$ cat src/rtl/pol_pkg.sv
package pol_pkg;

    localparam int unsigned DEPTH     = 64;
    localparam int unsigned ID_WIDTH  = 16;
    localparam int unsigned AW        = $clog2(DEPTH);
    localparam int unsigned CW        = $clog2(DEPTH + 1);
    localparam int unsigned POS_W     = 8;
    localparam int unsigned SONG_W    = 16;
    localparam int unsigned CNT_OUT_W = 7;

    typedef enum logic [1:0] {
        KIND_INSERT   = 2'd0,
        KIND_REMOVE   = 2'd1,
        KIND_READ     = 2'd2,
        KIND_CONTAINS = 2'd3
    } t_kind;

    typedef enum logic [1:0] {
        ST_OK    = 2'd0,
        ST_EMPTY = 2'd1,
        ST_FULL  = 2'd2
    } t_status;

    typedef struct packed {
        t_kind                     kind;
        logic signed [POS_W-1:0]   position;
        logic        [SONG_W-1:0]  song_id;
    } t_in;

    typedef struct packed {
        logic [SONG_W-1:0]    item_value;
        logic                 hit;
        logic [CNT_OUT_W-1:0] item_count;
        t_status              status;
    } t_out;

    typedef struct packed {
        logic load;
        logic step;
        logic finish;
    } t_cmd;

    typedef struct packed {
        logic busy;
    } t_sts;

endpackage

$ cat src/rtl/positional_ordered_list.sv
// Channel   Direction  Valid        Stall        Word
// command   in         i_in_valid   o_in_stall   i_in_word  (kind, position, song_id)
// result    out        o_out_valid  i_out_stall  o_out_word (item_value, hit, item_count, status)
//
// One command is worked on at a time. With n entries moved (insert, remove) or scanned (read,
// contains), one a cycle, a command goes from the idle state through the loop state to the finish
// state, which waits while a stalled result holds the output; n is zero for a rejected command,
// an insert at the tail or a remove of the last. The entry memory has a single write port; a read
// scans one entry. The next command can be accepted in the cycle the result is presented, even
// under stall. Reset is synchronous and clears the item count; the entry memory is not cleared.

module positional_ordered_list (
    input  logic          i_clk,
    input  logic          i_rst_n,
    input  logic          i_in_valid,
    output logic          o_in_stall,
    input  pol_pkg::t_in  i_in_word,
    output logic          o_out_valid,
    input  logic          i_out_stall,
    output pol_pkg::t_out o_out_word
);

    pol_pkg::t_cmd cmd;
    pol_pkg::t_sts sts;

    pol_ctrl u_ctrl (
        .i_clk       (i_clk),
        .i_rst_n     (i_rst_n),
        .i_in_valid  (i_in_valid),
        .o_in_stall  (o_in_stall),
        .o_out_valid (o_out_valid),
        .i_out_stall (i_out_stall),
        .i_sts       (sts),
        .o_cmd       (cmd)
    );

    pol_datapath u_datapath (
        .i_clk      (i_clk),
        .i_rst_n    (i_rst_n),
        .i_cmd      (cmd),
        .i_in_word  (i_in_word),
        .o_sts      (sts),
        .o_out_word (o_out_word)
    );

endmodule

$ cat src/rtl/pol_ram.sv
module pol_ram #(
    parameter int unsigned WIDTH = 16,
    parameter int unsigned DEPTH = 64
) (
    input  logic                     i_clk,
    input  logic                     i_we,
    input  logic [$clog2(DEPTH)-1:0] i_waddr,
    input  logic [WIDTH-1:0]         i_wdata,
    input  logic                     i_re,
    input  logic [$clog2(DEPTH)-1:0] i_raddr,
    output logic [WIDTH-1:0]         o_rdata
);

    logic [WIDTH-1:0] r_mem [DEPTH];
    logic [WIDTH-1:0] r_rdata;

    always_ff @(posedge i_clk) begin
        if (i_we) begin
            r_mem[i_waddr] <= i_wdata;
        end
        if (i_re) begin
            r_rdata <= r_mem[i_raddr];
        end
    end

    assign o_rdata = r_rdata;

endmodule

$ cat src/rtl/pol_ctrl.sv
module pol_ctrl (
    input  logic          i_clk,
    input  logic          i_rst_n,
    input  logic          i_in_valid,
    output logic          o_in_stall,
    output logic          o_out_valid,
    input  logic          i_out_stall,
    input  pol_pkg::t_sts i_sts,
    output pol_pkg::t_cmd o_cmd
);

    typedef enum logic [1:0] {
        S_IDLE,
        S_LOOP,
        S_FIN
    } t_state;

    t_state r_state;
    logic   r_ovalid;
    logic   slot_free;

    assign slot_free    = !r_ovalid || !i_out_stall;
    assign o_in_stall   = (r_state != S_IDLE);
    assign o_out_valid  = r_ovalid;
    assign o_cmd.load   = (r_state == S_IDLE) && i_in_valid;
    assign o_cmd.step   = (r_state == S_LOOP);
    assign o_cmd.finish = (r_state == S_FIN) && slot_free;

    always_ff @(posedge i_clk) begin
        if (!i_rst_n) begin
            r_state  <= S_IDLE;
            r_ovalid <= 1'b0;
        end else begin
            if (o_cmd.finish) begin
                r_ovalid <= 1'b1;
            end else if (!i_out_stall) begin
                r_ovalid <= 1'b0;
            end
            case (r_state)
                S_IDLE: begin
                    if (i_in_valid) begin
                        r_state <= S_LOOP;
                    end
                end
                S_LOOP: begin
                    if (!i_sts.busy) begin
                        r_state <= S_FIN;
                    end
                end
                S_FIN: begin
                    if (slot_free) begin
                        r_state <= S_IDLE;
                    end
                end
                default: begin
                    r_state <= S_IDLE;
                end
            endcase
        end
    end

endmodule

$ cat src/rtl/pol_datapath.sv
module pol_datapath (
    input  logic          i_clk,
    input  logic          i_rst_n,
    input  pol_pkg::t_cmd i_cmd,
    input  pol_pkg::t_in  i_in_word,
    output pol_pkg::t_sts o_sts,
    output pol_pkg::t_out o_out_word
);

    localparam int unsigned AW   = pol_pkg::AW;
    localparam int unsigned CW   = pol_pkg::CW;
    localparam int unsigned IW   = pol_pkg::ID_WIDTH;
    localparam int unsigned CMPW = ((CW > pol_pkg::POS_W) ? CW : pol_pkg::POS_W) + 1;

    logic [CW-1:0]      r_count;
    logic [CW-1:0]      n_count;
    pol_pkg::t_kind     r_kind;
    logic [IW-1:0]      r_id;
    logic [AW-1:0]      r_at;
    logic [AW-1:0]      r_ptr;
    logic [CW-1:0]      r_left;
    logic               r_pend;
    logic [AW-1:0]      r_wr_addr;
    logic [IW-1:0]      r_val;
    logic               r_hit;
    pol_pkg::t_status   r_status;
    pol_pkg::t_out      r_out;

    logic signed [CMPW-1:0] s_pos;
    logic signed [CMPW-1:0] s_cnt;
    logic signed [CMPW-1:0] pos_m1;
    logic                   list_empty;
    logic                   list_full;
    logic [AW-1:0]          ins_at;
    logic [AW-1:0]          rem_at;
    logic                   ok_finish;

    logic          ram_we;
    logic [AW-1:0] ram_waddr;
    logic [IW-1:0] ram_wdata;
    logic          ram_re;
    logic [IW-1:0] ram_rdata;

    assign s_pos      = CMPW'($signed(i_in_word.position));
    assign s_cnt      = $signed(CMPW'(r_count));
    assign pos_m1     = s_pos - CMPW'(1);
    assign list_empty = (r_count == '0);
    assign list_full  = (r_count == CW'(pol_pkg::DEPTH));

    // Insert clamps to 0..count; remove and read clamp to 1..count and go zero-based.
    assign ins_at = (s_pos < 0)     ? '0 :
                    (s_pos > s_cnt) ? r_count[AW-1:0] : s_pos[AW-1:0];
    assign rem_at = (s_pos <= 0)    ? '0 :
                    (s_pos > s_cnt) ? AW'(r_count - CW'(1)) : pos_m1[AW-1:0];

    assign ok_finish = i_cmd.finish && (r_status == pol_pkg::ST_OK);

    always_comb begin
        n_count = r_count;
        if (ok_finish && (r_kind == pol_pkg::KIND_INSERT)) begin
            n_count = r_count + CW'(1);
        end else if (ok_finish && (r_kind == pol_pkg::KIND_REMOVE)) begin
            n_count = r_count - CW'(1);
        end
    end

    always_ff @(posedge i_clk) begin
        if (!i_rst_n) begin
            r_count <= '0;
            r_left  <= '0;
            r_pend  <= 1'b0;
        end else begin
            r_count <= n_count;
            if (i_cmd.load) begin
                r_kind <= i_in_word.kind;
                r_id   <= i_in_word.song_id[IW-1:0];
                r_val  <= '0;
                r_hit  <= 1'b0;
                r_pend <= 1'b0;
                case (i_in_word.kind)
                    pol_pkg::KIND_INSERT: begin
                        if (list_full) begin
                            r_status <= pol_pkg::ST_FULL;
                            r_left   <= '0;
                        end else begin
                            r_status <= pol_pkg::ST_OK;
                            r_at     <= ins_at;
                            r_ptr    <= AW'(r_count - CW'(1));
                            r_left   <= r_count - CW'(ins_at);
                        end
                    end
                    default: begin
                        if (list_empty) begin
                            r_status <= pol_pkg::ST_EMPTY;
                            r_left   <= '0;
                        end else begin
                            r_status <= pol_pkg::ST_OK;
                            r_at     <= rem_at;
                            case (i_in_word.kind)
                                pol_pkg::KIND_REMOVE: begin
                                    r_ptr  <= AW'(CW'(rem_at) + CW'(1));
                                    r_left <= r_count - CW'(1) - CW'(rem_at);
                                end
                                pol_pkg::KIND_READ: begin
                                    r_ptr  <= rem_at;
                                    r_left <= CW'(1);
                                end
                                default: begin
                                    r_ptr  <= '0;
                                    r_left <= r_count;
                                end
                            endcase
                        end
                    end
                endcase
            end else begin
                if (i_cmd.step) begin
                    r_pend <= (r_left != '0);
                    if (r_left != '0) begin
                        r_left <= r_left - CW'(1);
                        if (r_kind == pol_pkg::KIND_INSERT) begin
                            r_ptr     <= r_ptr - AW'(1);
                            r_wr_addr <= r_ptr + AW'(1);
                        end else begin
                            r_ptr     <= r_ptr + AW'(1);
                            r_wr_addr <= r_ptr - AW'(1);
                        end
                    end
                end
                if (r_pend) begin
                    if (r_kind == pol_pkg::KIND_READ) begin
                        r_val <= ram_rdata;
                        r_hit <= 1'b1;
                    end else if ((r_kind == pol_pkg::KIND_CONTAINS) && (ram_rdata == r_id)) begin
                        r_hit <= 1'b1;
                    end
                end
            end
        end
    end

    always_ff @(posedge i_clk) begin
        if (i_cmd.finish) begin
            r_out.item_value <= pol_pkg::SONG_W'(r_val);
            r_out.hit        <= r_hit;
            r_out.item_count <= pol_pkg::CNT_OUT_W'(n_count);
            r_out.status     <= r_status;
        end
    end

    assign ram_re    = i_cmd.step && (r_left != '0);
    assign ram_we    = (r_pend && ((r_kind == pol_pkg::KIND_INSERT)
                                || (r_kind == pol_pkg::KIND_REMOVE)))
                    || (ok_finish && (r_kind == pol_pkg::KIND_INSERT));
    assign ram_waddr = r_pend ? r_wr_addr : r_at;
    assign ram_wdata = r_pend ? ram_rdata : r_id;

    pol_ram #(
        .WIDTH (IW),
        .DEPTH (pol_pkg::DEPTH)
    ) u_ram (
        .i_clk   (i_clk),
        .i_we    (ram_we),
        .i_waddr (ram_waddr),
        .i_wdata (ram_wdata),
        .i_re    (ram_re),
        .i_raddr (r_ptr),
        .o_rdata (ram_rdata)
    );

    assign o_sts.busy  = (r_left != '0) || r_pend;
    assign o_out_word  = r_out;

endmodule

$ cat config.mk
export PLATFORM = sky130hd
export DESIGN_NAME = positional_ordered_list
export DESIGN_NICKNAME = d
export VERILOG_FILES = /design/src/rtl/pol_pkg.sv /design/src/rtl/positional_ordered_list.sv /design/src/rtl/pol_ram.sv /design/src/rtl/pol_ctrl.sv /design/src/rtl/pol_datapath.sv
export SDC_FILE = /design/constraint.sdc
export NUM_CORES = 1
export LEC_CHECK = 0
export BUFFER_PORTS_ARGS = -buffer_cell sky130_fd_sc_hd__buf_2
export CAP_MARGIN = 0
export CELL_PAD_IN_SITES_DETAIL_PLACEMENT = 2
export CELL_PAD_IN_SITES_GLOBAL_PLACEMENT = 2
export CORE_ASPECT_RATIO = 1.4
export CORE_MARGIN = 2
export CORE_UTILIZATION = 50
export CTS_BUF_LIST = sky130_fd_sc_hd__clkbuf_16
export DETAILED_ROUTE_END_ITERATION = 8
export GPL_ROUTABILITY_DRIVEN = 1
export PLACE_DENSITY = 0.86
export SYNTH_ARGS = -nofsm -noshare
export SYNTH_HDL_FRONTEND = slang
export SYNTH_HIERARCHICAL = 1
export SYNTH_SLANG_ARGS = --single-unit
$ cat constraint.sdc
create_clock -name i_clk -period 6.6 [get_ports i_clk]
set_input_delay 0.66 -clock i_clk [delete_from_list [all_inputs] [get_ports i_clk]]
set_output_delay 0.66 -clock i_clk [all_outputs]
set_load 0.03 [all_outputs]
==> results.md <==
Die:
- The area enclosed by the die boundary is 94900 sq um.
- The initial cell density of the core is 50.6%.
- The die is 261 um wide.
- 58 I/O pins were placed.
- In this run the vertical extent of the chip is 364 um.
- The core region is 91300 sq um.
- The standard-cell row count is 131.

Routing:
- The total length of routed wires is 175 mm.
- The post-detailed-route DRC marker count is 0.
- The residual antenna-violating net count after detailed routing is 0.
- Dividing the detail-routed via count by the number of cells gives 7.11.
- The overall via count from detail_route is 27300.
- After detailed routing, the average wire length per cell comes to 45.6 um.
- The first routing iteration left 4150 violations.
- The total iterations of the first detailed-routing run is 5.

Placed design:
- Input and output buffers added on the ports amount to 57.
- The standard cell area after detailed placement is 48000 sq um.
- The post-placement cell count is 3622.
- The HPWL after detailed placement is 99.1 mm.
- The minimum setup slack after placement is 1680 ps.
- The congestion estimate from routability-driven global placement came to 0.912.

STA:
- For the final routed database, the setup TNS stands at 0 ps.
- The slew at the pin closest to its max-slew limit is 1410 ps.
- Setup violations remaining at the end of the flow were counted as 0.
- Setup repair after global routing left no endpoint under its margin.
- On the final layout, the worst clock skew is 55.1 ps.
- Once routing completed, OpenROAD measured the worst setup slack at 1010 ps.
- The smallest clock period supported by the final layout is computed as 5590 ps.
- The number of endpoints with negative hold slack in the final report is 0.
- The worst pin sits at a relative slew slack of 5.94%.
- Dividing the final minimum period by the clock period gives 84.7%.
- The count of pins over their slew limit is 0.
- The timing-limited maximum frequency is 0.179 GHz.

Finish:
- The final layout contains 2603 nets.
- Summing all multi-input logic gate instances after layout gives 11200 sq um.
- Summing all non-filler instances in the final layout gives an area of 51900 sq um.
- Summing all flip-flop and latch instances after layout gives 34000 sq um.
- Cells with a size suffix above 1 make up 24.3% of the layout.
- The number of cells in the finished layout apart from fillers is 3843.
- The area growth from synthesis to layout is 12.4%.
- The layout has 7499 filler cells.

Synth:
- Summing the areas of all compound-gate instances in the mapped netlist gives 3.78% of the synthesized area.
- The number of flops mapped to enable cells by yosys is 1121.
- The cell accounting for the most synthesized area is edfxtp_1.
- After synthesis, the share of flip-flops with an asynchronous set or reset is 0%.
- During synthesis, Yosys emitted a total of 6 warnings.
- Synthesis instantiated 94 different standard cells from the library.
- The prevailing post-synth register cell is edfxtp_1.
- The total nets after synthesis is 2452.
- Dividing the synthesized area by the synthesized cell count gives 19.3 sq um.
- In the post-synthesis netlist, the biggest area contributors are edfxtp_1 (73%), mux4_2 (11%), mux2i_1 (2.0%).
- Counting flops and latches in the post-synthesis netlist gives 1139.
- After Yosys synthesis, full adders, half adders and majority gates account for 0.926% of the synthesized area.
- The xor-xnor portion of the synthesized cell area is 0.983%.
- The synthesized-area fraction occupied by and/or/nand/nor cells is 4.35%.
- The synthesized cell area is 46200 sq um.
- The fraction of the yosys area taken by sequential cells is 73.7%.
- Measured against the total synthesized area, the mux share comes to 14.2%.
- The share of synthesized area in the top cell type comes to 72.9%.
- After synthesis, the largest family of logic cells by area is multiplexers.
- The number of cells produced by synthesis is 2389.

Worst setup path:
- The delay of the slowest cell on the worst path is 680 ps.
- Traced cell by cell, the critical path runs through inv_1 -> ha_1 -> nand4_1 -> o221ai_1 -> a31o_1 -> mux2i_1 -> nor2_1 -> ha_1 -> inv_1 -> fa_1 -> a21o_1 -> a21oi_1 -> o21ai_0 -> a21oi_1 -> mux2i_1 -> o221ai_1 -> a31oi_1.
- In this run the worst path has a maximum fanout of 11.
- The reg-to-reg critical path startpoint is u_datapath/r_count[2].
- The slowest stage cell on the critical path is dfxtp_1.
- The worst register-to-register path has a setup slack of 1010 ps.
- The required time of the critical path is 7220 ps.
- The worst flop-to-flop path endpoint is u_datapath/r_left[6].
- The worst setup path is launched from a flop.
- Measured in cells, the most critical reg-to-reg path has a length of 17.
- The data arrival time of the critical path is 6210 ps.
- The critical path in this run is classified as reg -> reg.
- The type of destination of the critical path is a flop.

Clock network:
- The number of buffers on the longest clock path is 3.
- The clock tree from TritonCTS is built.
- The tree is rooted in a clkbuf_16.
- The H-tree depth is 3.
- After clock tree synthesis, the clock-pin slew on the worst setup and hold paths is 70 ps.
- Clock latency on the worst-skew pair, taken at its later pin, is 760 ps.
- The setup fix buffers added after clock tree synthesis is 0.
- In this run, post-CTS hold repair placed 0 buffers.
- The clock net sink count is 1139.
- Once the clock tree was built, the resizer swapped 0 gates to a different size.
- The total CTS buffers is 109.

Power:
- The overall power of the completed layout is 16.9 mW.
- Summed over all nets, the switching power comes to 4.38 mW.
- The switching portion of total power is 26.0%.
- The internal power of the cells is 12.5 mW.
- The portion of total power attributed to combinational logic is 9.9%.
- Power spread over the standard cell area amounts to 325 nW/um^2.
- The portion of total power attributed to the clock network is 41.1%.
- IR analysis of the VDD net gives a maximum drop of 0.291 mV.
- Of the total power, registers draw 49.0%.
- The analysis attributes to cell leakage a power of 16.8 nW.

GRT:
- Summed over all layers, the global routing overflow is 0.
- The largest net degree at the start of global routing is 147.
- The overall routing resource usage is 37.9%.
- The first global-routing pass estimated 245 mm of wire.
- The number of global-route vias before repair came to 28800.
- The initial antenna violation count was 18.

Hold path:
- In this run the worst hold path is classified as in -> reg.
- The worst hold endpoint is u_datapath/r_id[2].
- Along the worst hold path, the cell count comes to 1.
- The startpoint of the most critical hold path is i_in_word[2].

Run status:
- The run finished with clean final reports.

Run:
- The tool flagged a number of max-cap violations equal to 0.
## how the worst max path moves through the flow
stage	start	slack, ps	to	cells after the start
global placement	i_in_word[19]	2180	u_datapath/r_left[6]	16
floorplan	i_out_stall	1640	u_datapath/u_ram/r_mem[48][0]	6
finish	u_datapath/r_count[2]	1010	u_datapath/r_left[6]	17
CTS	u_datapath/r_count[2]	1250	u_datapath/r_left[6]	14
detailed placement	i_out_stall	1680	u_datapath/u_ram/r_mem[62][11]	7
global route	u_datapath/r_count[2]	1010	u_datapath/r_left[6]	17
## power groups by stage
stage	clock network, mW	logic, mW	registers (mW)
floorplan	0	0.900	8.37
global placement	0	1.35	8.38
detailed placement	0	1.54	8.41
CTS	6.97	1.60	8.26
global route	7.18	1.69	8.26
finish	6.94	1.67	8.26
## flip-flops by register name, indices dropped and copies added (netlist names)
name / count
u_datapath/r_pend: 1
u_datapath/r_hit: 1
u_datapath/r_at: 6
u_datapath/o_out_word: 26
u_ctrl/o_out_valid: 1
u_ctrl/r_state: 2
u_datapath/r_val: 16
u_datapath/r_ptr: 6
u_datapath/r_left: 7
u_datapath/r_id: 16
u_datapath/r_kind: 2
u_datapath/u_ram/o_rdata: 16
u_datapath/r_status: 2
u_datapath/r_count: 7
u_datapath/u_ram/r_mem: 1024
u_datapath/r_wr_addr: 6
## routing by layer
metal	vias up	GRT usage (%)	routed length (um)	share of wire, %
met5	-	1.03	164	0.094
met4	22	23.2	12700	7.3
met3	651	9.28	14900	8.5
met2	1999	61.9	86300	49
met1	14600	45.3	61200	35
li1	10000	-	-	-
## critical path, delay by kind of cell, from the launching register on
family | cells | cell delay, ps
flops | 1 | 680
compound gates | 8 | 2390
mux | 2 | 560
fa+ha+maj | 3 | 1070
buf+inv | 2 | 360
simple gates | 2 | 370
## cell usage after synthesis, types with 7 or more instances
cell type / count
edfxtp_1: 1121
mux4_2: 220
nor2_1: 106
nand2_1: 97
mux2i_1: 92
nor2b_1: 54
mux2_2: 50
a21oi_1: 46
a22oi_1: 42
buf_2: 39
xnor2_1: 38
clkbuf_1: 37
inv_1: 35
nand3_1: 32
ha_1: 31
o21ai_0: 27
nand4_1: 20
buf_6: 19
dfxtp_1: 18
a221oi_1: 17
a31oi_1: 17
buf_4: 13
nor3_1: 13
a211oi_1: 12
xor2_1: 12
a311oi_1: 11
and2_1: 11
a211o_1: 9
and3_1: 8
buf_1: 7
## area by class of cell
cell class,instances,area share [%]
antenna,9,0.0434
timing repair buffer,166,2.30
tap,1197,2.89
inverter,39,0.287
clock buffer,110,5.30
multi-input combinational,1085,21.7
clock inverter,98,1.98
sequential,1139,65.5
## cells by family (layout without fill, tap and decap cells)
| kind of cell | after synthesis | count (layout) |
|---|---|---|
| buffers and inverters | 165 | 413 |
| and+or+nand+nor | 392 | 392 |
| DFF | 1139 | 1139 |
| xor gates and xnor gates | 51 | 51 |
| adders and majority gates | 33 | 33 |
| AOI/OAI and AO/OA | 243 | 243 |
| other | 0 | 9 |
| muxes | 366 | 366 |
## cell usage in the layout (no fill, tap or decap), types with 45 or more instances in the layout
master | Yosys | final
a21oi_1 | 46 | 45
buf_2 | 39 | 57
buf_4 | 13 | 99
clkbuf_16 | 0 | 110
edfxtp_1 | 1121 | 1121
inv_1 | 35 | 56
mux2_2 | 50 | 50
mux2i_1 | 92 | 92
mux4_2 | 220 | 220
nand2_1 | 97 | 97
nor2_1 | 106 | 99
nor2b_1 | 54 | 54
## through the flow
step,hold WS (ps),utilization (%)
detailed placement,408,52.6
global route,94.7,56.8
floorplan,400,-
CTS,78.8,56.7
global placement,402,52.6
finish,81.9,56.9
No activity file was read; power rests on OpenSTA's default activity.
